**config.mk**
```make
export PLATFORM = sky130hd
export DESIGN_NAME = two_class_priority_queue
export DESIGN_NICKNAME = d
export VERILOG_FILES = /design/src/rtl/tcpq_pkg.sv /design/src/rtl/two_class_priority_queue.sv /design/src/rtl/tcpq_store.sv /design/src/rtl/tcpq_ctrl.sv
export SDC_FILE = /design/constraint.sdc
export NUM_CORES = 1
export LEC_CHECK = 0
export BUFFER_PORTS_ARGS = -buffer_cell sky130_fd_sc_hd__buf_2
export CAP_MARGIN = 20
export CORE_MARGIN = 10
export CORE_UTILIZATION = 25
export DETAILED_ROUTE_END_ITERATION = 10
export PLACE_DENSITY = 0.43
export SLEW_MARGIN = 20
export SYNTH_ARGS = -nofsm -noshare
export SYNTH_HDL_FRONTEND = slang
export SYNTH_SLANG_ARGS = --single-unit
```
**constraint.sdc**
```tcl
create_clock -name aclk -period 7.3 [get_ports aclk]
set_input_delay 1.095 -clock aclk [delete_from_list [all_inputs] [get_ports aclk]]
set_output_delay 1.095 -clock aclk [all_outputs]
set_load 0.005 [all_outputs]
```
**src/rtl/tcpq_pkg.sv**
```systemverilog
// Shared types, codes and defaults of the two-class priority queue.
package tcpq_pkg;

    localparam int CAPACITY_DEF  = 16;
    localparam int TAG_WIDTH_DEF = 16;
    localparam int TAG_BITS      = 16;

    typedef enum logic {
        OP_PUSH = 1'b0,
        OP_POP  = 1'b1
    } op_t;

    typedef enum logic [1:0] {
        STAT_OK         = 2'd0,
        STAT_POP_EMPTY  = 2'd1,
        STAT_PUSH_FULL  = 2'd2
    } status_t;

    typedef enum logic [1:0] {
        SEL_NONE = 2'd0,
        SEL_HIGH = 2'd1,
        SEL_LOW  = 2'd2
    } sel_t;

    typedef enum logic {
        ST_IDLE = 1'b0,
        ST_LOAD = 1'b1
    } state_t;

    typedef struct packed {
        logic    load;
        status_t status;
        sel_t    front_sel;
        sel_t    back_sel;
    } res_t;

endpackage

```
**src/rtl/two_class_priority_queue.sv**
```systemverilog
// Top level of the two-class priority queue: tag memories, control and result register.
// Each word on s_ pushes a tag (high class goes behind all queued high tags, low class goes
// to the back) or pops the front tag, and yields exactly one word on m_ that describes the
// queue after the operation. No new word is taken until the last result loads: the accept
// cycle updates the ring pointers and writes the tag memory, and the next cycle waits on
// the registered read of the front and back entries before the result register loads.
// s_ready stays high while a finished result waits on m_, so one more word is taken before
// the output stalls the queue. Reset clears pointers, counts, state and m_valid; tag memories need no clearing.
module two_class_priority_queue import tcpq_pkg::*; #(
    parameter int CAPACITY  = CAPACITY_DEF,
    parameter int TAG_WIDTH = TAG_WIDTH_DEF,
    parameter int CNT_W     = $clog2(CAPACITY + 1)
) (
    input  logic                aclk,
    input  logic                aresetn,
    input  logic                s_valid,
    output logic                s_ready,
    input  logic                s_op,
    input  logic [TAG_BITS-1:0] s_item_tag,
    input  logic                s_is_high,
    output logic                m_valid,
    input  logic                m_ready,
    output logic [TAG_BITS-1:0] m_front_tag,
    output logic                m_front_is_high,
    output logic [TAG_BITS-1:0] m_back_tag,
    output logic [CNT_W-1:0]    m_total_count,
    output logic [CNT_W-1:0]    m_high_count,
    output logic [CNT_W-1:0]    m_low_count,
    output logic                m_is_empty,
    output logic [1:0]          m_status
);

    localparam int PTR_W = $clog2(CAPACITY);
    localparam int SW    = (TAG_WIDTH < TAG_BITS) ? TAG_WIDTH : TAG_BITS;

    logic             out_free;
    logic             high_we, low_we, rd_en;
    logic [PTR_W-1:0] high_wr_addr, low_wr_addr;
    logic [PTR_W-1:0] high_rd_front, high_rd_back, low_rd_front, low_rd_back;
    logic [SW-1:0]    high_front_data, high_back_data, low_front_data, low_back_data;
    logic [CNT_W-1:0] high_count, low_count, total;
    res_t             res;

    logic [TAG_BITS-1:0] front_tag, back_tag;

    logic                m_valid_reg;
    logic [TAG_BITS-1:0] front_tag_reg, back_tag_reg;
    logic                front_is_high_reg;
    logic [CNT_W-1:0]    total_reg, high_count_reg, low_count_reg;
    logic                is_empty_reg;
    status_t             status_reg;

    assign out_free = !m_valid_reg || m_ready;

    tcpq_ctrl #(
        .CAPACITY (CAPACITY),
        .PTR_W    (PTR_W),
        .CNT_W    (CNT_W)
    ) u_ctrl (
        .aclk          (aclk),
        .aresetn       (aresetn),
        .s_valid       (s_valid),
        .s_op          (s_op),
        .s_is_high     (s_is_high),
        .s_ready       (s_ready),
        .out_free      (out_free),
        .high_we       (high_we),
        .low_we        (low_we),
        .high_wr_addr  (high_wr_addr),
        .low_wr_addr   (low_wr_addr),
        .rd_en         (rd_en),
        .high_rd_front (high_rd_front),
        .high_rd_back  (high_rd_back),
        .low_rd_front  (low_rd_front),
        .low_rd_back   (low_rd_back),
        .high_count    (high_count),
        .low_count     (low_count),
        .res           (res)
    );

    tcpq_store #(
        .DEPTH (CAPACITY),
        .WIDTH (SW),
        .AW    (PTR_W)
    ) u_high_store (
        .aclk      (aclk),
        .wr_en     (high_we),
        .wr_addr   (high_wr_addr),
        .wr_data   (s_item_tag[SW-1:0]),
        .rd_en     (rd_en),
        .rd_addr_a (high_rd_front),
        .rd_addr_b (high_rd_back),
        .rd_data_a (high_front_data),
        .rd_data_b (high_back_data)
    );

    tcpq_store #(
        .DEPTH (CAPACITY),
        .WIDTH (SW),
        .AW    (PTR_W)
    ) u_low_store (
        .aclk      (aclk),
        .wr_en     (low_we),
        .wr_addr   (low_wr_addr),
        .wr_data   (s_item_tag[SW-1:0]),
        .rd_en     (rd_en),
        .rd_addr_a (low_rd_front),
        .rd_addr_b (low_rd_back),
        .rd_data_a (low_front_data),
        .rd_data_b (low_back_data)
    );

    assign total = high_count + low_count;

    always_comb begin
        case (res.front_sel)
            SEL_HIGH: front_tag = TAG_BITS'(high_front_data);
            SEL_LOW:  front_tag = TAG_BITS'(low_front_data);
            default:  front_tag = '0;
        endcase
        case (res.back_sel)
            SEL_HIGH: back_tag = TAG_BITS'(high_back_data);
            SEL_LOW:  back_tag = TAG_BITS'(low_back_data);
            default:  back_tag = '0;
        endcase
    end

    always_ff @(posedge aclk) begin
        if (!aresetn) begin
            m_valid_reg <= 1'b0;
        end else if (res.load) begin
            m_valid_reg <= 1'b1;
        end else if (m_ready) begin
            m_valid_reg <= 1'b0;
        end
    end

    always_ff @(posedge aclk) begin
        if (res.load) begin
            front_tag_reg     <= front_tag;
            front_is_high_reg <= (res.front_sel == SEL_HIGH);
            back_tag_reg      <= back_tag;
            total_reg         <= total;
            high_count_reg    <= high_count;
            low_count_reg     <= low_count;
            is_empty_reg      <= (total == '0);
            status_reg        <= res.status;
        end
    end

    assign m_valid         = m_valid_reg;
    assign m_front_tag     = front_tag_reg;
    assign m_front_is_high = front_is_high_reg;
    assign m_back_tag      = back_tag_reg;
    assign m_total_count   = total_reg;
    assign m_high_count    = high_count_reg;
    assign m_low_count     = low_count_reg;
    assign m_is_empty      = is_empty_reg;
    assign m_status        = status_reg;

endmodule

```
**src/rtl/tcpq_store.sv**
```systemverilog
// Tag memory of one class: one write port, two registered read ports with write forwarding.
module tcpq_store import tcpq_pkg::*; #(
    parameter int DEPTH = CAPACITY_DEF,
    parameter int WIDTH = TAG_WIDTH_DEF,
    parameter int AW    = $clog2(DEPTH)
) (
    input  logic             aclk,
    input  logic             wr_en,
    input  logic [AW-1:0]    wr_addr,
    input  logic [WIDTH-1:0] wr_data,
    input  logic             rd_en,
    input  logic [AW-1:0]    rd_addr_a,
    input  logic [AW-1:0]    rd_addr_b,
    output logic [WIDTH-1:0] rd_data_a,
    output logic [WIDTH-1:0] rd_data_b
);

    logic [WIDTH-1:0] mem [DEPTH];
    logic [WIDTH-1:0] rd_data_a_reg;
    logic [WIDTH-1:0] rd_data_b_reg;

    always_ff @(posedge aclk) begin
        if (wr_en) begin
            mem[wr_addr] <= wr_data;
        end
    end

    always_ff @(posedge aclk) begin
        if (rd_en) begin
            rd_data_a_reg <= (wr_en && (wr_addr == rd_addr_a)) ? wr_data : mem[rd_addr_a];
            rd_data_b_reg <= (wr_en && (wr_addr == rd_addr_b)) ? wr_data : mem[rd_addr_b];
        end
    end

    assign rd_data_a = rd_data_a_reg;
    assign rd_data_b = rd_data_b_reg;

endmodule

```
**src/rtl/tcpq_ctrl.sv**
```systemverilog
// Pointer, count and sequencing control of the two-class priority queue.
module tcpq_ctrl import tcpq_pkg::*; #(
    parameter int CAPACITY = CAPACITY_DEF,
    parameter int PTR_W    = $clog2(CAPACITY),
    parameter int CNT_W    = $clog2(CAPACITY + 1)
) (
    input  logic             aclk,
    input  logic             aresetn,
    input  logic             s_valid,
    input  logic             s_op,
    input  logic             s_is_high,
    output logic             s_ready,
    input  logic             out_free,
    output logic             high_we,
    output logic             low_we,
    output logic [PTR_W-1:0] high_wr_addr,
    output logic [PTR_W-1:0] low_wr_addr,
    output logic             rd_en,
    output logic [PTR_W-1:0] high_rd_front,
    output logic [PTR_W-1:0] high_rd_back,
    output logic [PTR_W-1:0] low_rd_front,
    output logic [PTR_W-1:0] low_rd_back,
    output logic [CNT_W-1:0] high_count,
    output logic [CNT_W-1:0] low_count,
    output res_t             res
);

    localparam logic [PTR_W-1:0] PTR_LAST = PTR_W'(CAPACITY - 1);
    localparam logic [CNT_W-1:0] CNT_FULL = CNT_W'(CAPACITY);

    state_t           state_reg, state_next;
    logic [PTR_W-1:0] high_head_reg, high_head_next;
    logic [PTR_W-1:0] high_tail_reg, high_tail_next;
    logic [PTR_W-1:0] low_head_reg, low_head_next;
    logic [PTR_W-1:0] low_tail_reg, low_tail_next;
    logic [CNT_W-1:0] high_items_reg, high_items_next;
    logic [CNT_W-1:0] low_items_reg, low_items_next;
    status_t          status_reg, status_next;
    sel_t             front_sel_reg, front_sel_next;
    sel_t             back_sel_reg, back_sel_next;
    logic             accept;
    logic [CNT_W-1:0] total;

    assign accept = s_valid && s_ready;
    assign total  = high_items_reg + low_items_reg;

    always_comb begin
        high_head_next  = high_head_reg;
        high_tail_next  = high_tail_reg;
        low_head_next   = low_head_reg;
        low_tail_next   = low_tail_reg;
        high_items_next = high_items_reg;
        low_items_next  = low_items_reg;
        status_next     = STAT_OK;
        high_we         = 1'b0;
        low_we          = 1'b0;
        if (accept) begin
            if (s_op == OP_PUSH) begin
                if (total == CNT_FULL) begin
                    status_next = STAT_PUSH_FULL;
                end else if (s_is_high) begin
                    high_we         = 1'b1;
                    high_tail_next  = (high_tail_reg == PTR_LAST) ? '0 : high_tail_reg + 1'b1;
                    high_items_next = high_items_reg + 1'b1;
                end else begin
                    low_we         = 1'b1;
                    low_tail_next  = (low_tail_reg == PTR_LAST) ? '0 : low_tail_reg + 1'b1;
                    low_items_next = low_items_reg + 1'b1;
                end
            end else begin
                if (total == '0) begin
                    status_next = STAT_POP_EMPTY;
                end else if (high_items_reg != '0) begin
                    high_head_next  = (high_head_reg == PTR_LAST) ? '0 : high_head_reg + 1'b1;
                    high_items_next = high_items_reg - 1'b1;
                end else begin
                    low_head_next  = (low_head_reg == PTR_LAST) ? '0 : low_head_reg + 1'b1;
                    low_items_next = low_items_reg - 1'b1;
                end
            end
        end
    end

    always_comb begin
        if (high_items_next != '0) begin
            front_sel_next = SEL_HIGH;
        end else if (low_items_next != '0) begin
            front_sel_next = SEL_LOW;
        end else begin
            front_sel_next = SEL_NONE;
        end
        if (low_items_next != '0) begin
            back_sel_next = SEL_LOW;
        end else if (high_items_next != '0) begin
            back_sel_next = SEL_HIGH;
        end else begin
            back_sel_next = SEL_NONE;
        end
    end

    assign high_wr_addr  = high_tail_reg;
    assign low_wr_addr   = low_tail_reg;
    assign rd_en         = accept;
    assign high_rd_front = high_head_next;
    assign low_rd_front  = low_head_next;
    assign high_rd_back  = (high_tail_next == '0) ? PTR_LAST : high_tail_next - 1'b1;
    assign low_rd_back   = (low_tail_next == '0) ? PTR_LAST : low_tail_next - 1'b1;
    assign high_count    = high_items_reg;
    assign low_count     = low_items_reg;

    always_comb begin
        state_next = state_reg;
        case (state_reg)
            ST_IDLE: begin
                if (accept) begin
                    state_next = ST_LOAD;
                end
            end
            ST_LOAD: begin
                if (out_free) begin
                    state_next = ST_IDLE;
                end
            end
            default: begin
                state_next = ST_IDLE;
            end
        endcase
    end

    always_comb begin
        s_ready       = 1'b0;
        res.load      = 1'b0;
        res.status    = status_reg;
        res.front_sel = front_sel_reg;
        res.back_sel  = back_sel_reg;
        case (state_reg)
            ST_IDLE: begin
                s_ready = 1'b1;
            end
            ST_LOAD: begin
                res.load = out_free;
            end
            default: begin
                s_ready = 1'b0;
            end
        endcase
    end

    always_ff @(posedge aclk) begin
        if (!aresetn) begin
            state_reg      <= ST_IDLE;
            high_head_reg  <= '0;
            high_tail_reg  <= '0;
            low_head_reg   <= '0;
            low_tail_reg   <= '0;
            high_items_reg <= '0;
            low_items_reg  <= '0;
        end else begin
            state_reg      <= state_next;
            high_head_reg  <= high_head_next;
            high_tail_reg  <= high_tail_next;
            low_head_reg   <= low_head_next;
            low_tail_reg   <= low_tail_next;
            high_items_reg <= high_items_next;
            low_items_reg  <= low_items_next;
        end
    end

    always_ff @(posedge aclk) begin
        if (accept) begin
            status_reg    <= status_next;
            front_sel_reg <= front_sel_next;
            back_sel_reg  <= back_sel_next;
        end
    end

    a_total_bound: assert property (@(posedge aclk) disable iff (!aresetn)
        ((CNT_W + 1)'(high_items_reg) + (CNT_W + 1)'(low_items_reg)) <= (CNT_W + 1)'(CAPACITY))
        else $error("queue occupancy exceeds capacity");

    a_high_ring: assert property (@(posedge aclk) disable iff (!aresetn)
        (high_items_reg == '0) |-> (high_head_reg == high_tail_reg))
        else $error("high ring pointers disagree with empty count");

    a_low_ring: assert property (@(posedge aclk) disable iff (!aresetn)
        (low_items_reg == '0) |-> (low_head_reg == low_tail_reg))
        else $error("low ring pointers disagree with empty count");

    a_push_grows: assert property (@(posedge aclk) disable iff (!aresetn)
        (accept && (s_op == OP_PUSH) && (total != CNT_FULL)) |=>
        ((CNT_W + 1)'(high_items_reg) + (CNT_W + 1)'(low_items_reg))
            == (CNT_W + 1)'($past(total)) + 1'b1)
        else $error("accepted push did not add one item");

    a_pop_empty: assert property (@(posedge aclk) disable iff (!aresetn)
        (res.load && (status_reg == STAT_POP_EMPTY)) |->
        ((high_items_reg == '0) && (low_items_reg == '0)))
        else $error("pop-on-empty status with items queued");

endmodule
```
== Word-level counts from Yosys, hierarchy flattened ==
Memories as Yosys holds them, arrays and structs flattened. A register that Yosys moved wholly into a read port is not among the register bits.
Index checks and enable logic that the tools add are counted.

* Memories kept: 2
* Logic and storage cells: 112
* Memory bits (writable): 512
* Output and inout bits: 53
* Bits of input ports: 22
* Register bits after elaboration: 85

{| class="wikitable"
|+ Memories
! name !! depth !! width !! rd ports !! clocked after memory_dff !! write ports !! line !! source
|-
| u_high_store.mem || 16 || 16 || 2 || 2 || 1 || tcpq_store.sv:18 || <nowiki>logic [WIDTH-1:0] mem [DEPTH];</nowiki>
|-
| u_low_store.mem || 16 || 16 || 2 || 2 || 1 || tcpq_store.sv:18 ||
|}

* Bitwise gates (word level): 1
* $add $sub $neg: 11
* Eq/ne operators: 9
* Mux-type cells: 60
* Reductions and logical operators: 10

{| class="wikitable"
|+ Operators by type and width
! kind !! number
|-
| $mux 4 || 22
|-
| $pmux 16 s2 || 2
|-
| $mux 5 || 12
|-
| $mux 1 || 20
|-
| $add 4x1->4 const B || 4
|-
| $eq 4x4->1 const B || 4
|-
| $reduce_bool 5->1 || 3
|-
| $add 5x1->5 const B || 2
|-
| $sub 5x1->5 const B || 2
|-
| $logic_not 4->1 || 2
|-
| $sub 4x1->4 const B || 2
|-
| $mux 2 || 3
|-
| $add 5x5->5 || 1
|-
| $eq 5x5->1 const B || 1
|-
| $logic_not 5->1 || 1
|-
| $eq 2x1->1 const B || 2
|-
| $eq 2x2->1 const B || 2
|-
| $pmux 1 s2 || 1
|-
| $reduce_bool 2->1 || 1
|-
| $logic_and 1x1->1 || 1
|-
| $logic_not 1->1 || 1
|-
| $logic_or 1x1->1 || 1
|-
| $not 1->1 || 1
|}

== Logic depth before layout (Yosys ltp) ==
* Depth after elaboration: 8
* Gate-level depth with buffers: 20
* Depth with buffers taken out: 15

== Hierarchy ==
A second synthesis with hierarchy kept.

* Cells, all modules: 1,649
* Area, all modules: 31,114.8 µm²

{| class="wikitable"
|+ By module, submodules not included
! module !! times used !! area an instance (µm²) !! sequential area each (µm²) !! cells an instance
|-
| tcpq_store || 2 || 13,370.3 || 8,648.3 || 623
|-
| two_class_priority_queue || 1 || 2,222.1 || 1,551.5 || 160
|-
| tcpq_ctrl || 1 || 2,152.1 || 720.7 || 243
|}

== Worst setup path after synthesis ==
No wires, ideal clock.

* Path kind: in2reg
* Start: in s_valid
* End: reg u_high_store.rd_data_b_reg[14], in the netlist u_high_store.rd_data_b[14], read port of u_high_store.mem (data pin)
* Setup slack: 0.457 ns
* Stages: 17
* Required time: 7.038 ns
* Data arrival time: 6.580 ns
* Path through: nand2b_1 > clkbuf_1 > inv_1 > clkbuf_1 > nand3_1 > nor2_1 > buf_2 > a21oi_1 > buf_4 > buf_4 > ha_1 > clkbuf_1 > clkbuf_1 > mux4_2 > mux2i_1 > mux2i_1 > mux2_1

* Longest elaborated chain between the ends: 4
* Elaborated cells on any way between the ends: 5

{| class="wikitable"
|+ RTL lines
! item !! line !! source
|-
| start: declaration || two_class_priority_queue.sv:16 || <nowiki>input logic s_valid,</nowiki>
|-
| $logic_and 1x1->1 (*) || tcpq_ctrl.sv:44 || <nowiki>assign accept = s_valid && s_ready;</nowiki>
|-
| named net rd_en || two_class_priority_queue.sv:37 || <nowiki>logic high_we, low_we, rd_en;</nowiki>
|-
| $mux 4 || tcpq_ctrl.sv:57 || <nowiki>if (accept) begin</nowiki>
|-
| $sub 4x1->4 / $logic_not 4->1 (equally long branches) || tcpq_ctrl.sv:106 || <nowiki>assign high_rd_back = (high_tail_next == '0) ? PTR_LAST : high_tail_next - 1'b1;</nowiki>
|-
| $mux 4 || tcpq_ctrl.sv:106 ||
|-
| end: declaration || tcpq_store.sv:20 || <nowiki>logic [WIDTH-1:0] rd_data_b_reg;</nowiki>
|}

Mark *: on every way through the listed nets, which the timed path passes. The rest lies on a longest branch.
A chain may end at the register's enable or synchronous reset.

== Worst setup path after layout ==
* Start: reg u_ctrl.low_items_reg[0], in the netlist u_ctrl.low_count[0]
* End: reg u_low_store.rd_data_b_reg[0], in the netlist u_low_store.rd_data_b[0], read port of u_low_store.mem (data pin)

* Longest elaborated chain between the ends: 7
* Elaborated cells on any way between the ends: 8

{| class="wikitable"
|+ RTL lines
! item !! line !! source
|-
| start: declaration || tcpq_ctrl.sv:37 || <nowiki>logic [CNT_W-1:0] low_items_reg, low_items_next;</nowiki>
|-
| start signal: assignment || tcpq_ctrl.sv:165 || <nowiki>low_items_reg <= low_items_next;</nowiki>
|-
| $add 5x5->5 (*) || n/a ||
|-
| named net total[1] || two_class_priority_queue.sv:41 || <nowiki>logic [CNT_W-1:0] high_count, low_count, total;</nowiki>
|-
| $eq 5x5->1 (*) || tcpq_ctrl.sv:59 || <nowiki>if (total == CNT_FULL) begin</nowiki>
|-
| $mux 4 (*) || tcpq_ctrl.sv:59 ||
|-
| $mux 4 (*) || tcpq_ctrl.sv:58 || <nowiki>if (s_op == OP_PUSH) begin</nowiki>
|-
| $mux 4 (*) || tcpq_ctrl.sv:57 ||
|-
| $sub 4x1->4 / $logic_not 4->1 (equally long branches) || tcpq_ctrl.sv:107 || <nowiki>assign low_rd_back = (low_tail_next == '0) ? PTR_LAST : low_tail_next - 1'b1;</nowiki>
|-
| $mux 4 (*) || tcpq_ctrl.sv:107 ||
|-
| end: declaration || tcpq_store.sv:20 ||
|}

Marks and branches as above.

==> metrics.yaml <==
synth_edf_count: 633
post_cts_resized: 0
cp_data_arrival_time_ns: 6.23
drive_above_1_share_pct: 21.12
crit_required_ns: 7.74
netlist_area_um2: 31940
dieArea_um2: 142500
drt-pass1-iter-count: 6
grt_antenna_before_repair: 7
async_reset_ff_share_pct: 0
path_clk_slew_ns: 0.06
worstPathMaxFanout: 30
p_per_area_nw_per_um2: 287.8
grtUsageMet2_pct: 22.81
met1_usage_pct: 21.43
routed_wl_um: 111900
n_fill_cell: 12680
setup_violations: 0
ys.flop_type: "edfxtp_1"
port-buffer-count: 74
irDropWorstVdd_mv: 0.1727
clock-sinks: 661
detail_route.vias_per_cell: 5.408
tightest_slew_ns: 1.158
yosysUniqueCellTypes: 86
clk_latency_ns: 0.67
worstSetupStartpointType: "register"
ys_seq_elements: 661
first_global_vias: 21790
drv_cap: 0
hpwl_um: 67620
io_pins: 75
drt_iter0_markers: 2241
yosysSeqAreaShare_pct: 61.27
grt_max_degree: 100
dieHeight_um: 377.4
syn_nets: 2306
ys_warn_count: 0
hold_class: "register to register"
nets: 2341
cts_tree: "yes"
use_met3_pct: 3.436
grt-busiest-layer: "met2"
areaGrowthSynthToFinish_pct: 16.28
synth_area_per_cell_um2: 14.15
die_w_um: 377.4
rsz0062_at_grt: "false"
placementRows: 131
grt_pass1_wl_um: 159900
drc: 0
cts_buffers: 79
clockBufferDepth: 3
finalCriticalPeriod_ns: 5.795
cts_setup_buffers: 0
start_util_pct: 25.11
core_um2: 127200
syn_inst: 2257
p_leak_nw: 12.20
path_class: "register to register"
postRouteAntennaNets: 0
htree_num_levels: 3
report.final.hold_viol_count: 0
num_vias: 21750
relSlewSlack_pct: 22.79
wire_per_inst_um: 27.83
ctsHoldBuffers: 0
tns_ns: 0
top_regs: "u_high_store.mem: 256 flops, u_low_store.mem: 256 flops"
cts_root_buf: "clkbuf_16"
max_freq_mhz: 172.6
gp_congestion: 0.8199
grt_usage_pct: 15.22
grt_remaining_overflow: 0
whs_ns: 0.4373
slew_violations: 0
fin_skew_ns: 0.04326
period_share_pct: 79.39
end_kind: "register"
status: "finished clean"
==> placed cells by master, fill, tap and decap left out, drive strengths merged, types with 15 or more instances in the layout <==
| cell | synthesis | routed |
|---|---|---|
| inv | 43 | 50 |
| a222oi | 15 | 15 |
| nand3 | 73 | 73 |
| nand2 | 151 | 151 |
| mux4 | 112 | 112 |
| buf | 74 | 144 |
| mux2 | 61 | 61 |
| a211oi | 107 | 107 |
| o32a | 27 | 27 |
| clkinv | 0 | 33 |
| a21oi | 38 | 38 |
| nor2 | 96 | 96 |
| a32oi | 17 | 17 |
| mux2i | 109 | 109 |
| and2 | 18 | 18 |
| o221ai | 16 | 16 |
| a22oi | 35 | 35 |
| and3 | 138 | 138 |
| dfxtp | 28 | 28 |
| a311oi | 21 | 21 |
| clkbuf | 116 | 91 |
| a2111oi | 18 | 18 |
| a31oi | 27 | 27 |
| ha | 26 | 26 |
| o21ai | 91 | 91 |
| edfxtp | 633 | 633 |
==> logic make-up after synthesis <==
family / Yosys count / share of synthesized area [%]
buf+inv: 233 / 3.216
mux: 282 / 13.51
xor+xnor: 22 / 0.6464
flops: 661 / 61.27
compound gates: 503 / 12.01
simple gates: 529 / 8.262
fa+ha+maj: 27 / 1.081
==> stage by stage <==
stage	total power [W]	area [um2]	util (%)	worst slack, ns	cells
floorplan	0.005780	31940	-	0.4574	2257
global placement	0.006539	34360	27.01	1.592	3873
detailed placement	0.006546	34370	27.02	1.442	3873
CTS	0.01079	37130	29.19	1.604	4020
global route	0.01110	37140	29.20	1.141	4020
finish	0.01069	37140	29.20	1.505	4021
==> Yosys cell counts, types with 15 or more instances <==
| cell type | number | area share [%] |
|---|---|---|
| a2111oi_0 | 18 | 0.49 |
| a211oi_1 | 105 | 2.5 |
| a21oi_1 | 38 | 0.60 |
| a222oi_1 | 15 | 0.47 |
| a22oi_1 | 35 | 0.82 |
| a311oi_1 | 21 | 0.58 |
| a31oi_1 | 26 | 0.51 |
| a32oi_1 | 17 | 0.47 |
| and2_1 | 18 | 0.35 |
| and3_1 | 138 | 2.7 |
| buf_2 | 47 | 0.74 |
| clkbuf_1 | 115 | 1.4 |
| dfxtp_1 | 28 | 1.8 |
| edfxtp_1 | 633 | 60 |
| ha_1 | 26 | 1.0 |
| inv_1 | 40 | 0.47 |
| mux2_2 | 60 | 2.1 |
| mux2i_1 | 107 | 3.4 |
| mux4_2 | 112 | 7.9 |
| nand2_1 | 150 | 1.8 |
| nand3_1 | 73 | 1.1 |
| nor2_1 | 96 | 1.1 |
| o21ai_0 | 77 | 1.2 |
| o221ai_1 | 16 | 0.44 |
| o32a_1 | 27 | 0.85 |
==> per-layer routing <==
| metal | routed length, um | up-vias |
|---|---|---|
| met5 | 41 | - |
| met4 | 3658 | 6 |
| met3 | 8559 | 187 |
| met2 | 49310 | 973 |
| met1 | 50330 | 11320 |
| li1 | - | 9260 |
==> final cells by class <==
cell class	count	area (um2)	area share, %
sequential	661	19570	52.69
antenna	1	2.502	0.006738
timing repair buffer	144	949.7	2.557
multi-input combinational	1363	11610	31.27
inverter	43	162.7	0.4380
tap	1662	2079	5.599
clock buffer	91	2043	5.501
clock inverter	56	719.4	1.937
==> worst paths after layout <==
path	startpoint	end	slack (ns)	depth (start not counted)
hold reg to reg	u_ctrl.status_reg[1]	m_status[1]	0.44	0
hold / removal	u_ctrl.status_reg[1]	m_status[1]	0.44	0
setup reg to reg	u_ctrl.low_count[0]	u_low_store.rd_data_b[0]	1.50	16
setup / recovery	u_ctrl.low_count[0]	u_low_store.rd_data_b[0]	1.50	16
==> power breakdown <==
group | internal, W | total [W] | switching (W)
Combinational | 0.000686 | 0.00205 | 0.00137
Clock | 0.00250 | 0.00421 | 0.00171
Sequential | 0.00434 | 0.00443 | 0.0000812
Total | 0.00753 | 0.0107 | 0.00315
==> critical path, cell delays in order, from the launching register on <==
cell	delay, ns
dfxtp_1	0.50
ha_1	0.26
fa_1	0.47
or3b_1	0.39
a211oi_2	0.27
o22a_2	0.44
nor2_1	0.21
nor2_1	0.13
a21oi_1	0.09
ha_1	0.26
a31o_2	0.22
a211oi_1	0.50
or2_2	0.68
buf_12	0.32
a211oi_1	0.09
o32a_1	0.46
a222oi_1	0.28
Power figures use the tool's default switching activity.
